[config.mk]
export PLATFORM = sky130hd
export DESIGN_NAME = tmhq_ctrl
export DESIGN_NICKNAME = d
export VERILOG_FILES = /design/src/design/tmhq_pkg.sv /design/src/design/tmhq_ctrl.sv
export SDC_FILE = /design/constraint.sdc
export NUM_CORES = 1
export LEC_CHECK = 0
export BUFFER_PORTS_ARGS = -buffer_cell sky130_fd_sc_hd__buf_2
export CAP_MARGIN = 20
export CORE_AREA = 2 2 39 41
export DETAILED_ROUTE_END_ITERATION = 8
export DIE_AREA = 0 0 41 43
export MAX_ROUTING_LAYER = met4
export PLACE_DENSITY = 0.61
export SYNTH_ARGS = -nofsm -noshare
export SYNTH_HDL_FRONTEND = slang
export SYNTH_SLANG_ARGS = --single-unit
[constraint.sdc]
create_clock -name clk -period 1.8 [get_ports clk]
set_clock_uncertainty 0.05 [all_clocks]
set_input_delay 0.18 -clock clk [delete_from_list [all_inputs] [get_ports clk]]
set_output_delay 0.18 -clock clk [all_outputs]
set_load 0.01 [all_outputs]
[src/design/tmhq_pkg.sv]
// Shared types, codes and constants of the task min-heap queue.
package tmhq_pkg;

    localparam int DEF_CAPACITY = 1024;
    localparam int COUNT_OUT_W  = 11;

    localparam logic ACT_INSERT = 1'b0;
    localparam logic ACT_POP    = 1'b1;

    localparam logic [1:0] ST_OK    = 2'd0;
    localparam logic [1:0] ST_FULL  = 2'd1;
    localparam logic [1:0] ST_EMPTY = 2'd2;

    typedef struct packed {
        logic [31:0] pri;
        logic [63:0] name;
    } entry_t;

    typedef struct packed {
        logic       accept;
        logic [1:0] code;
        logic       ins_start;
        logic       pop_read;
        logic       pop_load;
        logic       wr_new;
        logic       up_read;
        logic       up_move;
        logic       dn_read;
        logic       dn_move;
    } cmd_t;

    typedef struct packed {
        logic full;
        logic empty;
        logic one_left;
        logic at_root;
        logic leaf;
        logic up_less;
        logic dn_less;
    } stat_t;

    // Lower priority first, then lower name: one unsigned compare of the packed pair.
    function automatic logic entry_before(input entry_t a, input entry_t b);
        entry_before = (a < b);
    endfunction

endpackage

[src/design/tmhq_ctrl.sv]
// Controller state machine of the task min-heap queue.
module tmhq_ctrl
(
    input  logic            clk,
    input  logic            rst_n,
    input  logic            start,
    input  logic            action,
    input  tmhq_pkg::stat_t stat,
    output tmhq_pkg::cmd_t  cmd,
    output logic            busy,
    output logic            done
);

    typedef enum logic [2:0] {
        S_IDLE,
        S_UP_CHK,
        S_UP_CMP,
        S_POP_LD,
        S_DN_CHK,
        S_DN_CMP
    } state_t;

    state_t state_reg;
    state_t state_next;
    logic   done_reg;
    logic   done_next;

    always_comb
    begin
        state_next = state_reg;
        done_next  = 1'b0;
        cmd        = '0;
        cmd.code   = tmhq_pkg::ST_OK;
        case (state_reg)
            S_IDLE:
            begin
                if (start)
                begin
                    cmd.accept = 1'b1;
                    if (action == tmhq_pkg::ACT_INSERT)
                    begin
                        if (stat.full)
                        begin
                            cmd.code  = tmhq_pkg::ST_FULL;
                            done_next = 1'b1;
                        end
                        else
                        begin
                            cmd.ins_start = 1'b1;
                            state_next    = S_UP_CHK;
                        end
                    end
                    else
                    begin
                        if (stat.empty)
                        begin
                            cmd.code  = tmhq_pkg::ST_EMPTY;
                            done_next = 1'b1;
                        end
                        else
                        begin
                            cmd.pop_read = 1'b1;
                            state_next   = S_POP_LD;
                        end
                    end
                end
            end
            S_UP_CHK:
            begin
                if (stat.at_root)
                begin
                    cmd.wr_new = 1'b1;
                    done_next  = 1'b1;
                    state_next = S_IDLE;
                end
                else
                begin
                    cmd.up_read = 1'b1;
                    state_next  = S_UP_CMP;
                end
            end
            S_UP_CMP:
            begin
                if (stat.up_less)
                begin
                    cmd.up_move = 1'b1;
                    state_next  = S_UP_CHK;
                end
                else
                begin
                    cmd.wr_new = 1'b1;
                    done_next  = 1'b1;
                    state_next = S_IDLE;
                end
            end
            S_POP_LD:
            begin
                cmd.pop_load = 1'b1;
                if (stat.one_left)
                begin
                    done_next  = 1'b1;
                    state_next = S_IDLE;
                end
                else
                begin
                    state_next = S_DN_CHK;
                end
            end
            S_DN_CHK:
            begin
                if (stat.leaf)
                begin
                    cmd.wr_new = 1'b1;
                    done_next  = 1'b1;
                    state_next = S_IDLE;
                end
                else
                begin
                    cmd.dn_read = 1'b1;
                    state_next  = S_DN_CMP;
                end
            end
            S_DN_CMP:
            begin
                if (stat.dn_less)
                begin
                    cmd.dn_move = 1'b1;
                    state_next  = S_DN_CHK;
                end
                else
                begin
                    cmd.wr_new = 1'b1;
                    done_next  = 1'b1;
                    state_next = S_IDLE;
                end
            end
            default:
            begin
                state_next = S_IDLE;
            end
        endcase
    end

    always_ff @(posedge clk or negedge rst_n)
    begin
        if (!rst_n)
        begin
            state_reg <= S_IDLE;
            done_reg  <= 1'b0;
        end
        else
        begin
            state_reg <= state_next;
            done_reg  <= done_next;
        end
    end

    assign busy = (state_reg != S_IDLE);
    assign done = done_reg;

endmodule

Yosys cells after proc, flatten, opt, wreduce, memory -nomap -nowiden
Cells that the tools add are included.
Widths: inputs -> output; s select.
{"block": "op_classes", "n_reduce_logical": 3, "muxes": 39, "eq_ne": 8}
{"op": "$mux 1", "count": 24}
{"op": "$mux 3", "count": 7}
{"op": "$pmux 3 s6", "count": 1}
{"op": "$mux 5", "count": 2}
{"op": "$eq 3x2->1 const B", "count": 2}
{"op": "$eq 3x3->1 const B", "count": 2}
{"op": "$mux 2", "count": 3}
{"op": "$ne 3x3->1 const B", "count": 2}
{"op": "$pmux 1 s6", "count": 1}
{"op": "$pmux 1 s4", "count": 1}
{"op": "$eq 3x1->1 const B", "count": 1}
{"op": "$logic_not 3->1", "count": 1}
{"op": "$reduce_and 3->1", "count": 1}
{"op": "$reduce_bool 3->1", "count": 1}
{"op": "$ne 2x2->1 const B", "count": 1}
{"block": "totals", "register_bits": 4, "out_inout_bits": 13}

Logic depth before layout (Yosys ltp)
Gate-level depths: netlist of run 1.
{"block": "depth", "depth_word": 4, "depth_mapped": 3, "ltp_nobuf": 3}

Worst setup path before layout of run 1
No wires, ideal clock.
{"block": "synth_timing", "path_kind": "flip-flop to output port", "start": "reg state_reg[2]", "end": "out cmd[7] (netlist bit)", "t_arrival_ns": 1.258, "n_path_buf": 0, "path_stages_with_launch": 3, "t_required_ns": 1.570, "slack_ns": 0.312, "path_cell_list": "dfrtp_1 > nor4b_4 > nor3b_1"}
{"element": "start, declared", "line_no": "tmhq_ctrl.sv:23", "text": "state_t state_reg;"}
{"element": "start signal, assigned", "line_no": "tmhq_ctrl.sv:153", "text": "state_reg <= state_next;"}
{"element": "end, declared", "line_no": "tmhq_ctrl.sv:9", "text": "output tmhq_pkg::cmd_t cmd,"}

==> summary.txt, run 1 <==
Run status
  • Outcome: completed

Logic synthesis
  • Most frequent cell after synthesis: dfrtp_1
  • Synth area leader: dfrtp_1
  • Post-Synthesis Cell Area: 335 um2
  • Top post-synthesis cells by area: dfrtp_1 30%, nor3b_2 7.5%, nor4b_4 7.1%, a211o_1 5.2%, nand3b_1 4.5%
  • Post-synth ARST share: 100%
  • Share of the synthesized area in the top cell type: about 30%
  • Ys flop type: dfrtp_1
  • Syn Nets: 44
  • Synth cell types: 24
  • Synth Area per Inst: 10.2 um2
  • Synth Warn #: 0
  • Number of synthesized flops with an enable pin: 0
  • Cells after synthesis: 33
  • Synth Register Bits: 4
  • Post-synthesis sequential area ratio: between 20 and 30%

STA
  • Max-slew violations: 0
  • Worst-Margin Slew: 352 ps
  • Fmax: 580 MHz
  • Clock period minus final worst setup slack: 1720 ps
  • Setup violators final: 0
  • Worst slew margin: 76.4%
  • Hold Vio Cnt, Final: 0
  • Hold WS: 132 ps
  • Final period util: 95.8%

Detailed routing
  • DRC viols: 0
  • Pre-antenna DRT Iters: 4
  • Overall via count from detail_route: 375
  • Drt total wl: 905 um
  • Routed vias/inst: 4.81
  • Final ANT Viol Nets: 0
  • Initial drt markers: 6
  • Routed length per instance: ~12 um

Global routing
  • Initial antenna violation count: 0
  • Largest net degree at the start of global routing: 10
  • Gr ovfl total: 0
  • First-pass GRT wire length: 1390 um
  • GR Util All Layers: 12.6%
  • Vias in the first global route: 354

Power and ir drop
  • Pwr Density: around 870 nW/um2
  • P_leak: 0.305 nW
  • Overall Power: 451 uW
  • Worst vdd ir: 279 uV

Layout
  • Layout filler cell count: 144
  • Max FFs per register: 3
  • Fraction of layout cells with a size suffix above 1: about three fifths
  • Layout Cells excl Fill: 78
  • Nets: 75
  • Final core utilization: 37.5%
  • Design area: 519 um2
  • Ant. Diodes: 0
  • Layout area overhead: 54.9%

Floorplan
  • IO Pins: 24
  • DIE HEIGHT: 43 um
  • Site row count: 14
  • Die Wd: 41 um
  • Area of the core: 1380 um2
  • Initial Utilization: 24.2%
  • Die Area: approximately 1800 um2

Placement
  • Post-Place Cells: 72
  • DP HPWL: approximately 730 um
  • Post-DP Area: 470 um2
  • RD Place Congestion: 0.671
  • IO Port Bufs: 23

Worst hold path
  • Hold Path Class: in -> reg
  • Hold path cells: 2

Clock network
  • CTS Sinks: 4
  • Root buf cell: clkbuf_4
  • Clk buf depth: 2
  • CTS H-tree lvls: 1
  • CTS Buf Count: 3
  • Clock transition at path regs: 30 ps
  • Worst-Skew Late Latency: between 200 and 250 ps
  • TritonCTS clock tree: done

Setup path
  • CP endpoint: cmd[7]
  • CP Capture Type: primary output
  • Register-to-Register Path Depth: 4
  • Reg-to-Reg Start: state_reg[1]
  • Crit-path max FO: 9
  • CP startpoint: state_reg[1]
  • Worst EP arrival: 1490 ps
  • WS Path Type: reg -> out
  • CP Launch Type: register
  • Worst reg-to-reg setup slack: 420 ps
  • Worst R2R End: done
  • Critical Path RT: roughly 1600 ps

Job
  • Max Cap Viol: 0
==> placed cells by master, fill, tap and decap left out <==
| cell | instances |
|---|---|
| a211o_1 | 2 |
| a32oi_1 | 1 |
| and2_1 | 1 |
| and3_1 | 2 |
| and3_2 | 1 |
| and3b_1 | 1 |
| buf_2 | 23 |
| buf_4 | 2 |
| clkbuf_4 | 3 |
| dfrtp_1 | 3 |
| dfrtp_2 | 1 |
| dlygate4sd3_1 | 1 |
| inv_1 | 1 |
| mux2_2 | 1 |
| mux2i_1 | 1 |
| nand2_1 | 1 |
| nand3_1 | 1 |
| nand3b_1 | 2 |
| nand4_1 | 1 |
| nor2_1 | 2 |
| nor2b_1 | 2 |
| nor2b_2 | 1 |
| nor2b_4 | 1 |
| nor3b_1 | 1 |
| nor3b_2 | 2 |
| nor4b_4 | 1 |
| o21ai_0 | 1 |
| o21bai_1 | 1 |
| or3_2 | 1 |
==> worst min-delay path by stage <==
stage	startpoint	to	slack [ps]
floorplan	rst_n	done	-170
global placement	rst_n	done	-60
detailed placement	rst_n	done	-60
CTS	stat[5]	state_reg[1]	130
global route	stat[5]	state_reg[1]	170
finish	stat[5]	state_reg[1]	130
==> logic make-up (layout without fill, tap and decap cells) <==
| group | Yosys count | count (layout) | share of synthesized area, % |
|---|---|---|---|
| and+or+nand+nor | 21 | 21 | 51.1 |
| AOI/OAI and AO/OA | 5 | 5 | 11.6 |
| muxes | 2 | 2 | 6.34 |
| buffers and inverters | 1 | 30 | 1.12 |
| DFF | 4 | 4 | 29.9 |
==> critical path, stage by stage, from the launching register on <==
cell     delay [ps]
dfrtp_2         460
nor4b_4         420
nor3b_1         220
buf_2           160
==> per-layer routing <==
metal | track usage, % | share of wire, % | up-vias
met5 | - | 0 | -
met4 | 10.0 | 0 | 0
met3 | 3.14 | 7.3 | 0
met2 | 18.4 | 52 | 17
met1 | 13.6 | 41 | 175
li1 | - | - | 183
==> where the power goes <==
| group | internal [mW] | total, mW | switching (mW) |
|---|---|---|---|
| clock | 0.0745 | 0.110 | 0.0357 |
| sequential | 0.110 | 0.141 | 0.0308 |
| combinational | 0.109 | 0.199 | 0.0908 |
| total | 0.293 | 0.451 | 0.157 |
==> through the flow <==
step	setup slack (ps)	setup TNS, ps
after floorplan	312	0
after global placement	357	0
after detailed placement	284	0
after CTS	23.6	0
after global routing	-5.10	-5.82
final	76.1	0
==> final cells by class <==
cell class / instances / area [um2] / share of cell area, %
multi-input cells: 28 / 231 / 44.6
well taps: 16 / 20.0 / 3.86
clock buffers: 3 / 22.5 / 4.34
flip-flops and latches: 4 / 101 / 19.5
inverters: 1 / 3.75 / 0.723
repair buffers: 26 / 140 / 27.0
==> what timing repair did <==
| item | 4_1_cts | 5_1_grt |
|---|---|---|
| setup endpoints to repair | 0 | 2 |
| hold endpoints to repair | 4 | 0 |
| hold buffers | 1 | 0 |
| gates resized for setup | 0 | 1 |
| setup buffers | 0 | 2 |
(Power assumes the default switching activity.)
==> inputs of run 2 (changes only) <==
- BUFFER_PORTS_ARGS: -buffer_cell sky130_fd_sc_hd__buf_2 -> -buffer_cell sky130_fd_sc_hd__buf_4
- clock period: 1.8 -> 2.1 ns (I/O delays scaled with it)
==> run 2 against run 1 <==
Against the previous run: routed wire length down 1.7%; combinational power is 8% lower; critical path depth unchanged; critical path type unchanged; worst setup slack improved by 210 ps; largest cell class unchanged; final cell count down 2.6%; worst hold slack better by 7.1 ps; sequential share of layout area fell by 1.7 points; die area did not move.
==> summary.txt, run 2 (same netlist as run 1, synthesis figures left out) <==
Detailed routing
  • Routed vias/inst: 4.86 (+0.99%)
  • DRC viols: 0 (unchanged)
  • Initial drt markers: 6 (unchanged)
  • Overall via count from detail_route: 369 (-1.6%)
  • Pre-antenna DRT Iters: 4 (unchanged)
  • Drt total wl: 890 um (-1.7%)
  • Routed length per instance: 11.7 um (+0.93%)
  • Final ANT Viol Nets: 0 (unchanged)

Global routing
  • Gr ovfl total: 0 (unchanged)
  • Largest net degree at the start of global routing: 10 (unchanged)
  • First-pass GRT wire length: 1380 um (-0.93%)
  • GR Util All Layers: 12.7% (+0.14 points)
  • Vias in the first global route: 351 (-0.85%)
  • Initial antenna violation count: 0 (unchanged)

STA
  • Hold Vio Cnt, Final: 0 (unchanged)
  • Clock period minus final worst setup slack: 1810 ps
  • Final setup TNS: 0 ps (unchanged)
  • Setup violators final: 0 (unchanged)
  • Worst slew margin: 72.6% (-3.8 points)
  • Max-slew violations: 0 (unchanged)
  • Fmax: 553 MHz
  • Hold WS: 139 ps (+7.13 ps)
  • Worst-Margin Slew: 409 ps (+57.0 ps)
  • Final period util: between 80% and 90%
  • RSZ-0062 raised after global routing: no

Floorplan
  • IO Pins: 24 (unchanged)
  • DIE HEIGHT: 43 um (unchanged)
  • Area of the core: 1380 um2 (unchanged)
  • Die Area: 1760 um2 (unchanged)
  • Site row count: 14 (unchanged)
  • Die Wd: 41 um (unchanged)
  • Initial Utilization: 24.2% (unchanged)

Clock network
  • Clock transition at path regs: 40 ps (about the same)
  • Worst-Skew Late Latency: 230 ps (about the same)
  • CTS H-tree lvls: 1 (unchanged)
  • Root buf cell: clkbuf_4
  • Clk buf depth: 2 (unchanged)
  • TritonCTS clock tree: done
  • CTS Sinks: 4 (unchanged)
  • CTS Buf Count: 3 (unchanged)

Layout
  • Layout filler cell count: 148 (+2.8%)
  • Layout area overhead: 67.2%
  • Commonest non-fill, non-tap cell in the layout: buf_4
  • Ant. Diodes: 0 (unchanged)
  • Fraction of layout cells with a size suffix above 1: 56.7% (-3.0 points)
  • Nets: 73 (-2.7%)
  • Commonest non-fill, non-tap cells in the layout: 23 x buf_4, 4 x dfrtp_1, 3 x clkbuf_4
  • Max FFs per register: 3 (unchanged)

Setup path
  • Reg-to-Reg Start: state_reg[2]
  • CP delay by family, top: simple AND/OR/NAND/NOR gates
  • Worst-path cell with the longest stage delay: nor4b_4
  • Crit-path max cell delay: 470 ps (about the same)
  • Worst EP arrival: 1550 ps (+60 ps)
  • Crit-path max FO: 7 (-2)
  • Critical Path RT: 1840 ps (+270 ps)
  • CP Capture Type: primary output
  • CP startpoint: state_reg[2]
  • WP buf/inv: 1 (unchanged)
  • Worst-path cell chain: nor4b_4 > nor3b_1 > buf_4
  • WS Path Type: reg -> out
  • CP Launch Type: register

Placement
  • IO Port Bufs: 23 (unchanged)
  • RD Place Congestion: 0.725 (+7.9%)
  • DP HPWL: 734 um (+0.64%)

Job
  • Max Cap Viol: 0 (unchanged)

Worst hold path
  • Hold Path Class: in -> reg
  • Hold Startpoint: stat[5]

Power and ir drop
  • Worst vdd ir: 299 uV (+7.3%)
  • Pwr Density: 711 nW/um2 (-18%)
  • P_leak: 0.307 nW (+0.51%)

Run status
  • Outcome: completed
[run 2: power breakdown]
| group | internal [mW] | total (mW) | switching [mW] |
|---|---|---|---|
| Clock | 0.0638 | 0.0940 | 0.0302 |
| Sequential | 0.0937 | 0.120 | 0.0265 |
| Combinational | 0.106 | 0.184 | 0.0777 |
| Total | 0.264 | 0.398 | 0.134 |
[run 2: timing repair]
item	4_1_cts	5_1_grt
hold buffers	1	0
hold endpoints to repair	4	0
resized for setup	0	0
buffers inserted	0	0
[run 2: metrics by stage]
step | total power, mW | instance area [um2] | instances | util (%) | setup WS, ps
after floorplan | 0.214 | 335 | 33 | - | 582
after global placement | 0.304 | 528 | 72 | 38.2 | 599
after detailed placement | 0.306 | 528 | 72 | 38.2 | 522
after CTS | 0.406 | 561 | 76 | 40.5 | 267
after global routing | 0.432 | 561 | 76 | 40.5 | 174
final | 0.398 | 561 | 76 | 40.5 | 291
[run 2: final timing paths]
check	endpoint	slack, ps	depth (start not counted)
min reg2reg	state_reg[1]	710	3
max in group asynchronous	state_reg[0]	1630	2
min in group asynchronous	state_reg[1]	270	2
min	state_reg[1]	140	2
max	cmd[7]	290	3
max reg2reg	state_reg[1]	790	3
[run 2: area by class of cell]
cell class / instances / area, um2 / area share (%)
Clock buffer: 3 / 22.5 / 4.02
Multi-Input combinational cell: 28 / 231 / 41.3
Timing Repair Buffer: 24 / 183 / 32.6
Sequential cell: 4 / 100 / 17.9
Inverter: 1 / 3.75 / 0.670
Tap cell: 16 / 20.0 / 3.57
[run 2: layer usage]
layer  track usage [%]  vias up  wire length (um)
met4              10.0        0                 0
met3              4.71        0                80
met1              13.1      170               352
met2              18.4       19               457
met5                 -        -                 0
li1                  -      180                 -
